### src/rtl/vfp_pkg.sv
// Shared types and constants for the vision frame parser.
package vfp_pkg;

    // Frame layout
    localparam logic [7:0] HDR_FIRST  = 8'hA3;
    localparam logic [7:0] HDR_SECOND = 8'hB3;
    localparam logic [7:0] TRAILER    = 8'hC3;
    localparam int unsigned FRAME_LEN = 7;
    localparam int unsigned BODY_LEN  = 4;

    localparam int unsigned POS_W  = 3;
    localparam int unsigned BODY_W = 2;

    typedef logic [POS_W-1:0]  pos_t;
    typedef logic [BODY_W-1:0] body_idx_t;

    // Frame positions
    localparam pos_t POS_HDR0    = 3'd0;
    localparam pos_t POS_HDR1    = 3'd1;
    localparam pos_t POS_BODY0   = 3'd2;
    localparam pos_t POS_TRAILER = pos_t'(FRAME_LEN - 1);
    localparam pos_t POS_BAD     = pos_t'(FRAME_LEN);

    // Request codes; the fourth code is a no-op
    typedef enum logic [1:0] {
        REQ_BYTE  = 2'd0,
        REQ_TAKE  = 2'd1,
        REQ_CLEAR = 2'd2
    } req_code_t;

    typedef struct packed {
        logic [1:0] req_type;
        logic [7:0] rx_data;
    } vfp_req_t;

    typedef struct packed {
        logic        frame_done;
        logic        target_found;
        logic [7:0]  target_id;
        logic [15:0] target_x;
        logic [7:0]  target_y;
        logic        frame_pending;
        logic        frame_taken;
    } vfp_res_t;

endpackage

### src/rtl/vfp_stream_if.sv
// Valid/ready stream channel carrying one payload per transaction.
interface vfp_stream_if #(
    parameter type payload_t = logic
) ();
    logic     valid;
    logic     ready;
    payload_t data;

    modport source (output valid, output data, input ready);
    modport sink   (input valid, input data, output ready);
endinterface

### src/rtl/vfp_core.sv
// Frame scanner state and combinational update for one request.
module vfp_core (
    input  logic              clk,
    input  logic              rst_n,
    input  logic              step,
    input  vfp_pkg::vfp_req_t req,
    output vfp_pkg::vfp_res_t res
);
    import vfp_pkg::*;

    pos_t        pos_reg, pos_next;
    logic        found_reg, found_next;
    logic        pending_reg, pending_next;
    logic [7:0]  id_reg, id_next;
    logic [15:0] x_reg, x_next;
    logic [7:0]  y_reg, y_next;
    logic [7:0]  body_reg [BODY_LEN];

    pos_t        pos_eff;
    body_idx_t   body_idx;
    logic        body_we;
    logic        done;
    logic        taken;

    assign pos_eff  = (pos_reg == POS_BAD) ? POS_HDR0 : pos_reg;
    assign body_idx = pos_eff[BODY_W-1:0] - body_idx_t'(POS_BODY0);

    // Next state for the request in the input register
    always_comb
    begin
        pos_next     = pos_reg;
        found_next   = found_reg;
        pending_next = pending_reg;
        id_next      = id_reg;
        x_next       = x_reg;
        y_next       = y_reg;
        body_we      = 1'b0;
        done         = 1'b0;
        taken        = 1'b0;
        unique case (req.req_type)
            REQ_BYTE:
            begin
                priority if (pos_eff == POS_HDR0)
                begin
                    found_next = 1'b0;
                    pos_next   = (req.rx_data == HDR_FIRST) ? POS_HDR1 : POS_HDR0;
                end
                else if (pos_eff == POS_HDR1)
                begin
                    pos_next = (req.rx_data == HDR_SECOND) ? POS_BODY0 : POS_HDR0;
                end
                else if (pos_eff != POS_TRAILER)
                begin
                    body_we  = 1'b1;
                    pos_next = pos_eff + pos_t'(1);
                end
                else
                begin
                    if (req.rx_data == TRAILER)
                    begin
                        id_next      = body_reg[0];
                        x_next       = {body_reg[1], body_reg[2]};
                        y_next       = body_reg[3];
                        found_next   = 1'b1;
                        pending_next = 1'b1;
                        done         = 1'b1;
                    end
                    pos_next = POS_HDR0;
                end
            end
            REQ_TAKE:
            begin
                if (pending_reg)
                begin
                    pending_next = 1'b0;
                    taken        = 1'b1;
                end
            end
            REQ_CLEAR:
            begin
                found_next   = 1'b0;
                pending_next = 1'b0;
            end
            default:
            begin
            end
        endcase
    end

    // Result reflects the state after this request
    always_comb
    begin
        res.frame_done    = done;
        res.target_found  = found_next;
        res.target_id     = id_next;
        res.target_x      = x_next;
        res.target_y      = y_next;
        res.frame_pending = pending_next;
        res.frame_taken   = taken;
    end

    // Control and latched frame
    always_ff @(posedge clk or negedge rst_n)
    begin
        if (!rst_n)
        begin
            pos_reg     <= POS_HDR0;
            found_reg   <= 1'b0;
            pending_reg <= 1'b0;
            id_reg      <= '0;
            x_reg       <= '0;
            y_reg       <= '0;
        end
        else if (step)
        begin
            pos_reg     <= pos_next;
            found_reg   <= found_next;
            pending_reg <= pending_next;
            id_reg      <= id_next;
            x_reg       <= x_next;
            y_reg       <= y_next;
        end
    end

    // Body bytes of the frame being assembled
    always_ff @(posedge clk)
    begin
        if (step && body_we)
        begin
            body_reg[body_idx] <= req.rx_data;
        end
    end

    a_done_sets_flags: assert property (@(posedge clk) disable iff (!rst_n)
        step && res.frame_done |-> res.target_found && res.frame_pending)
        else $error("frame completed without found/pending");

    a_done_restarts: assert property (@(posedge clk) disable iff (!rst_n)
        step && res.frame_done |=> pos_reg == POS_HDR0)
        else $error("scanner did not restart after a good frame");

    a_pos_range: assert property (@(posedge clk) disable iff (!rst_n)
        pos_reg != POS_BAD)
        else $error("frame position out of range");

    a_take_clears: assert property (@(posedge clk) disable iff (!rst_n)
        step && res.frame_taken |=> !pending_reg)
        else $error("pending still set after a take");

endmodule

### src/rtl/vision_frame_parser.sv
// Top level: request register, frame scanner and result register.
//
//   channel   dir   payload                                    transaction
//   request   in    req_type, rx_data                          valid & ready
//   result    out   frame_done, target_found, target_id,       valid & ready
//                   target_x, target_y, frame_pending,
//                   frame_taken
//
// One request per cycle sustained while result.ready holds; a taken request passes
// the request register, then the result register, before its result is valid.
// rst_n clears the scanner position, flags, latched frame and valid bits.
// A stalled result holds the pipe; request.ready follows result.ready
// through the advance term, so nothing is lost or repeated.
module vision_frame_parser (
    input  logic         clk,
    input  logic         rst_n,
    vfp_stream_if.sink   request,
    vfp_stream_if.source result
);
    import vfp_pkg::*;

    logic     in_vld_reg, in_vld_next;
    vfp_req_t req_reg, req_next;
    logic     out_vld_reg, out_vld_next;
    vfp_res_t res_reg, res_next;

    logic     advance;
    logic     step;
    logic     req_fire;
    vfp_res_t core_res;

    // Handshake control
    assign advance       = !out_vld_reg || result.ready;
    assign step          = in_vld_reg && advance;
    assign request.ready = !in_vld_reg || advance;
    assign req_fire      = request.valid && request.ready;

    assign result.valid = out_vld_reg;
    assign result.data  = res_reg;

    vfp_core u_core (
        .clk   (clk),
        .rst_n (rst_n),
        .step  (step),
        .req   (req_reg),
        .res   (core_res)
    );

    // Next values of the stage registers
    always_comb
    begin
        in_vld_next  = in_vld_reg;
        req_next     = req_reg;
        out_vld_next = out_vld_reg;
        res_next     = res_reg;
        if (req_fire)
        begin
            in_vld_next = 1'b1;
            req_next    = request.data;
        end
        else if (step)
        begin
            in_vld_next = 1'b0;
        end
        if (step)
        begin
            out_vld_next = 1'b1;
            res_next     = core_res;
        end
        else if (result.ready)
        begin
            out_vld_next = 1'b0;
        end
    end

    // Valid bits
    always_ff @(posedge clk or negedge rst_n)
    begin
        if (!rst_n)
        begin
            in_vld_reg  <= 1'b0;
            out_vld_reg <= 1'b0;
        end
        else
        begin
            in_vld_reg  <= in_vld_next;
            out_vld_reg <= out_vld_next;
        end
    end

    // Payload registers
    always_ff @(posedge clk)
    begin
        req_reg <= req_next;
        res_reg <= res_next;
    end

endmodule

### src/flat_wrapper.sv
// flat-port wrapper written by rule: the top's interface ports become plain ports
module vision_frame_parser_flat import vfp_pkg::*;
  (clk, rst_n, request_valid, request_data, request_ready, result_valid, result_data, result_ready);
  vfp_stream_if #(.payload_t(vfp_req_t)) request_i ();
  vfp_stream_if #(.payload_t(vfp_res_t)) result_i ();
  input  logic clk;
  input  logic rst_n;
  input wire logic [$bits(request_i.valid)-1:0] request_valid;
  input wire logic [$bits(request_i.data)-1:0] request_data;
  output wire logic [$bits(request_i.ready)-1:0] request_ready;
  output wire logic [$bits(result_i.valid)-1:0] result_valid;
  output wire logic [$bits(result_i.data)-1:0] result_data;
  input wire logic [$bits(result_i.ready)-1:0] result_ready;
  assign request_i.valid = request_valid;
  assign request_i.data = request_data;
  assign request_ready = request_i.ready;
  assign result_valid = result_i.valid;
  assign result_data = result_i.data;
  assign result_i.ready = result_ready;
  vision_frame_parser u_core (.clk(clk), .rst_n(rst_n), .request(request_i), .result(result_i));
endmodule
### config.mk
export PLATFORM = sky130hd
export DESIGN_NAME = vision_frame_parser_flat
export DESIGN_NICKNAME = d
export VERILOG_FILES = /design/src/rtl/vfp_pkg.sv /design/src/rtl/vfp_stream_if.sv /design/src/rtl/vfp_core.sv /design/src/rtl/vision_frame_parser.sv /design/src/flat_wrapper.sv
export SDC_FILE = /design/constraint.sdc
export NUM_CORES = 1
export LEC_CHECK = 0
export BUFFER_PORTS_ARGS = -buffer_cell sky130_fd_sc_hd__buf_2
export CORE_MARGIN = 10
export CORE_UTILIZATION = 30
export CTS_CLUSTER_DIAMETER = 80
export CTS_CLUSTER_SIZE = 30
export DETAILED_ROUTE_END_ITERATION = 7
export PLACE_DENSITY = 0.48
export SYNTH_ARGS = -nofsm -noshare
export SYNTH_HDL_FRONTEND = slang
export SYNTH_SLANG_ARGS = --single-unit
export TNS_END_PERCENT = 5
### constraint.sdc
create_clock -name clk -period 2.5 [get_ports clk]
set_clock_uncertainty 0.2 [all_clocks]
set_input_delay 0.75 -clock clk [delete_from_list [all_inputs] [get_ports clk]]
set_output_delay 0.75 -clock clk [all_outputs]
set_load 0.03 [all_outputs]
==> metrics <==
wire per inst=between 15 and 20 um; final weighted congestion in routability-driven placement=slightly below 0.8; # DRC=0; yosys warns=0; Critical Path Start Type=primary input; starting density of the core=0.305; hpwl dp=5650 um; gr usage total=0.0941; CTS buffer count=17; crit path DAT=roughly 1200 ps; Setup TNS Final=0 ps; P&R area growth vs syn=25.7%; worst hold path class=primary input to async pin; Die H=around 140 um; Post-CTS Setup Repair Bufs=0; placed inst area=5060 um2; sequential share of the synthesized area=0.748; CP Cell Sequence=buf_2 > nand3b_1 > buf_2; CTS max path bufs=2; via/cell ratio=between 4 and 5; highest-count cells in the layout ignoring fill and taps=78 x edfxtp_1, 51 x buf_2, 39 x dfrtp_1; worst vdd ir=just over 400 uV; Syn Nets=around 250; top cells by area, synth=edfxtp_1 53%, dfrtp_1 22%, mux2_2 8.6%, mux2_1 7.6%, buf_6 0.76%; post-CTS resize count=0; Die Span X=around 140 um; via count=~2,300; flops & latches, synth=117; PD cells=between 800 and 900 nW/um2; initial antenna violation count=0; H-tree levels=4; post-route cell area=about 5600 um2; Die ar.=roughly 20,000 um2; worst slack at placement=approximately 180 ps; CP Capture Type=primary output; grt ovf=0; clock-pin slew of the registers on the worst-case setup and hold paths=50 ps; final setup margin=roughly 320 ps; unrepaired setup endpoints after global routing=false; Site Rows=between 40 and 50; CTS tree=built; Gate Count Post-Synth=239; Antenna diodes=0; crit path max fanout=3; worst skew pair latency=between 400 and 500 ps; top cell type's share of synthesized area=0.528; Synth Cell Area=between 4000 and 5000 um2; CP Class=primary input to primary output; min cycle time layout=between 2000 and 2500 ps; Final Non-Filler Cells=518; initial drt markers=143; drt pass-1 iters=4; Root Buffer=clkbuf_16; Worst path max stage delay=~200 ps; Slew Limit Fails=0; Ports=52; CTS sink cnt=between 100 and 150; CP most frequent cell=buf_2; outcome=completed; Largest register FFs=36; Filler cells=approximately 1,400; slew margin rel.=0.677; syn avg cell area=roughly 19 um2; layout cells sized above 1=0.410; fmax=between 400 and 500 MHz; CORE AREA=14,500 um2; Placed Instances=roughly 500; final setup vio count=0; count of different cell masters after synthesis=32; post-synth top area cell=edfxtp_1; maxcap violations=0; Tightest Pin Transition=just under 500 ps; input/output buffers=51; Tcrit/Tclk final=0.874; Worst path slowest cell=buf_2; required time of the critical path=1550 ps; Final nets=around 340; global-route wire length before repair=approximately 14,000 um; static leakage=about 2.4 nW; Final Hold Vio Count=0; largest net degree at the start of global routing=33; commonest non-fill, non-tap cell in the layout=edfxtp_1; vias in the first global route=2,601; Routed Wire Length=~9000 um; Detail Route Antenna Nets=0; Pwr Total=between 4 and 5 mW; hold_buf cts=0
-- metrics by stage --
step / util / hold WS, ps
floorplan: - / 252
global placement: 0.348 / 261
detailed placement: 0.348 / 268
CTS: 0.384 / 111
global route: 0.384 / 117
finish: 0.384 / 99.7
-- critical path: cells and delay by family --
family        cells  cell delay (ps)
simple gates      1              180
buf+inv           2              300
-- final timing paths --
| check | startpoint | end | slack, ps | cells past startpoint |
|---|---|---|---|---|
| min in group clk | u_core.u_core.id_reg[1]$_DFFE_PN0P_ | u_core.u_core.id_reg[1]$_DFFE_PN0P_ | 280 | 1 |
| min | rst_n | u_core.u_core.x_reg[0]$_DFFE_PN0P_ | 100 | 1 |
| min reg2reg | u_core.u_core.id_reg[1]$_DFFE_PN0P_ | u_core.u_core.id_reg[1]$_DFFE_PN0P_ | 280 | 1 |
| max reg2reg | u_core.req_reg[4]$_DFFE_PP_ | u_core.result.data[18]$_DFFE_PP_ | 370 | 4 |
| max in group asynchronous | rst_n | u_core.u_core.y_reg[3]$_DFFE_PN0P_ | 1500 | 2 |
| max | result_ready | request_ready | 320 | 3 |
-- cell usage after synthesis --
master    instances
a21o_1            1
a21oi_1           1
a221o_1           1
a41oi_1           1
and2_1            1
and3_1            1
and4b_1           1
and4bb_2          2
buf_2             3
buf_6             3
clkbuf_1          3
dfrtp_1          39
edfxtp_1         78
inv_1             2
mux2_1           30
mux2_2           34
nand2_1           7
nand2b_1          4
nand3_1           2
nand3b_1          1
nand4_1           3
nand4_4           1
nor2_1            5
nor2_8            1
nor3_1            4
nor3b_1           1
nor4_1            1
nor4b_4           1
o21ai_0           3
o31ai_1           2
or2_2             1
xnor2_1           1
-- report_power, final --
part | internal, mW | switching, mW | total [mW]
combinational | 0.0655 | 0.175 | 0.241
clock | 1.33 | 0.780 | 2.11
sequential | 2.14 | 0.0234 | 2.16
-- cell type report --
cell class                 count  area (um2)  share of cell area
clock inverter                 5        25.0             0.00449
tap                          184         230              0.0413
clock buffer                  27         493              0.0884
multi-input combinational    111        1050               0.188
timing repair buffer          72         450              0.0808
sequential                   117        3320               0.595
inverter                       2        7.51             0.00135
-- per-layer routing --
metal	track usage	part of all wire
met2	0.142	0.48
met3	0.0404	0.052
met1	0.115	0.45
met5	0	0
met4	0.0398	0.014
-- cells by family (layout without fill, tap and decap cells) --
logic type      count (synthesis)  count (layout)  share of synthesized area
mux                            64              64                      0.162
compound gates                  9               9                     0.0138
xor+xnor                        1               1                    0.00197
simple gates                   37              37                     0.0584
flops                         117             117                      0.748
buf+inv                        11             106                     0.0152
Note: power is estimated with default switching activity, not from simulation.
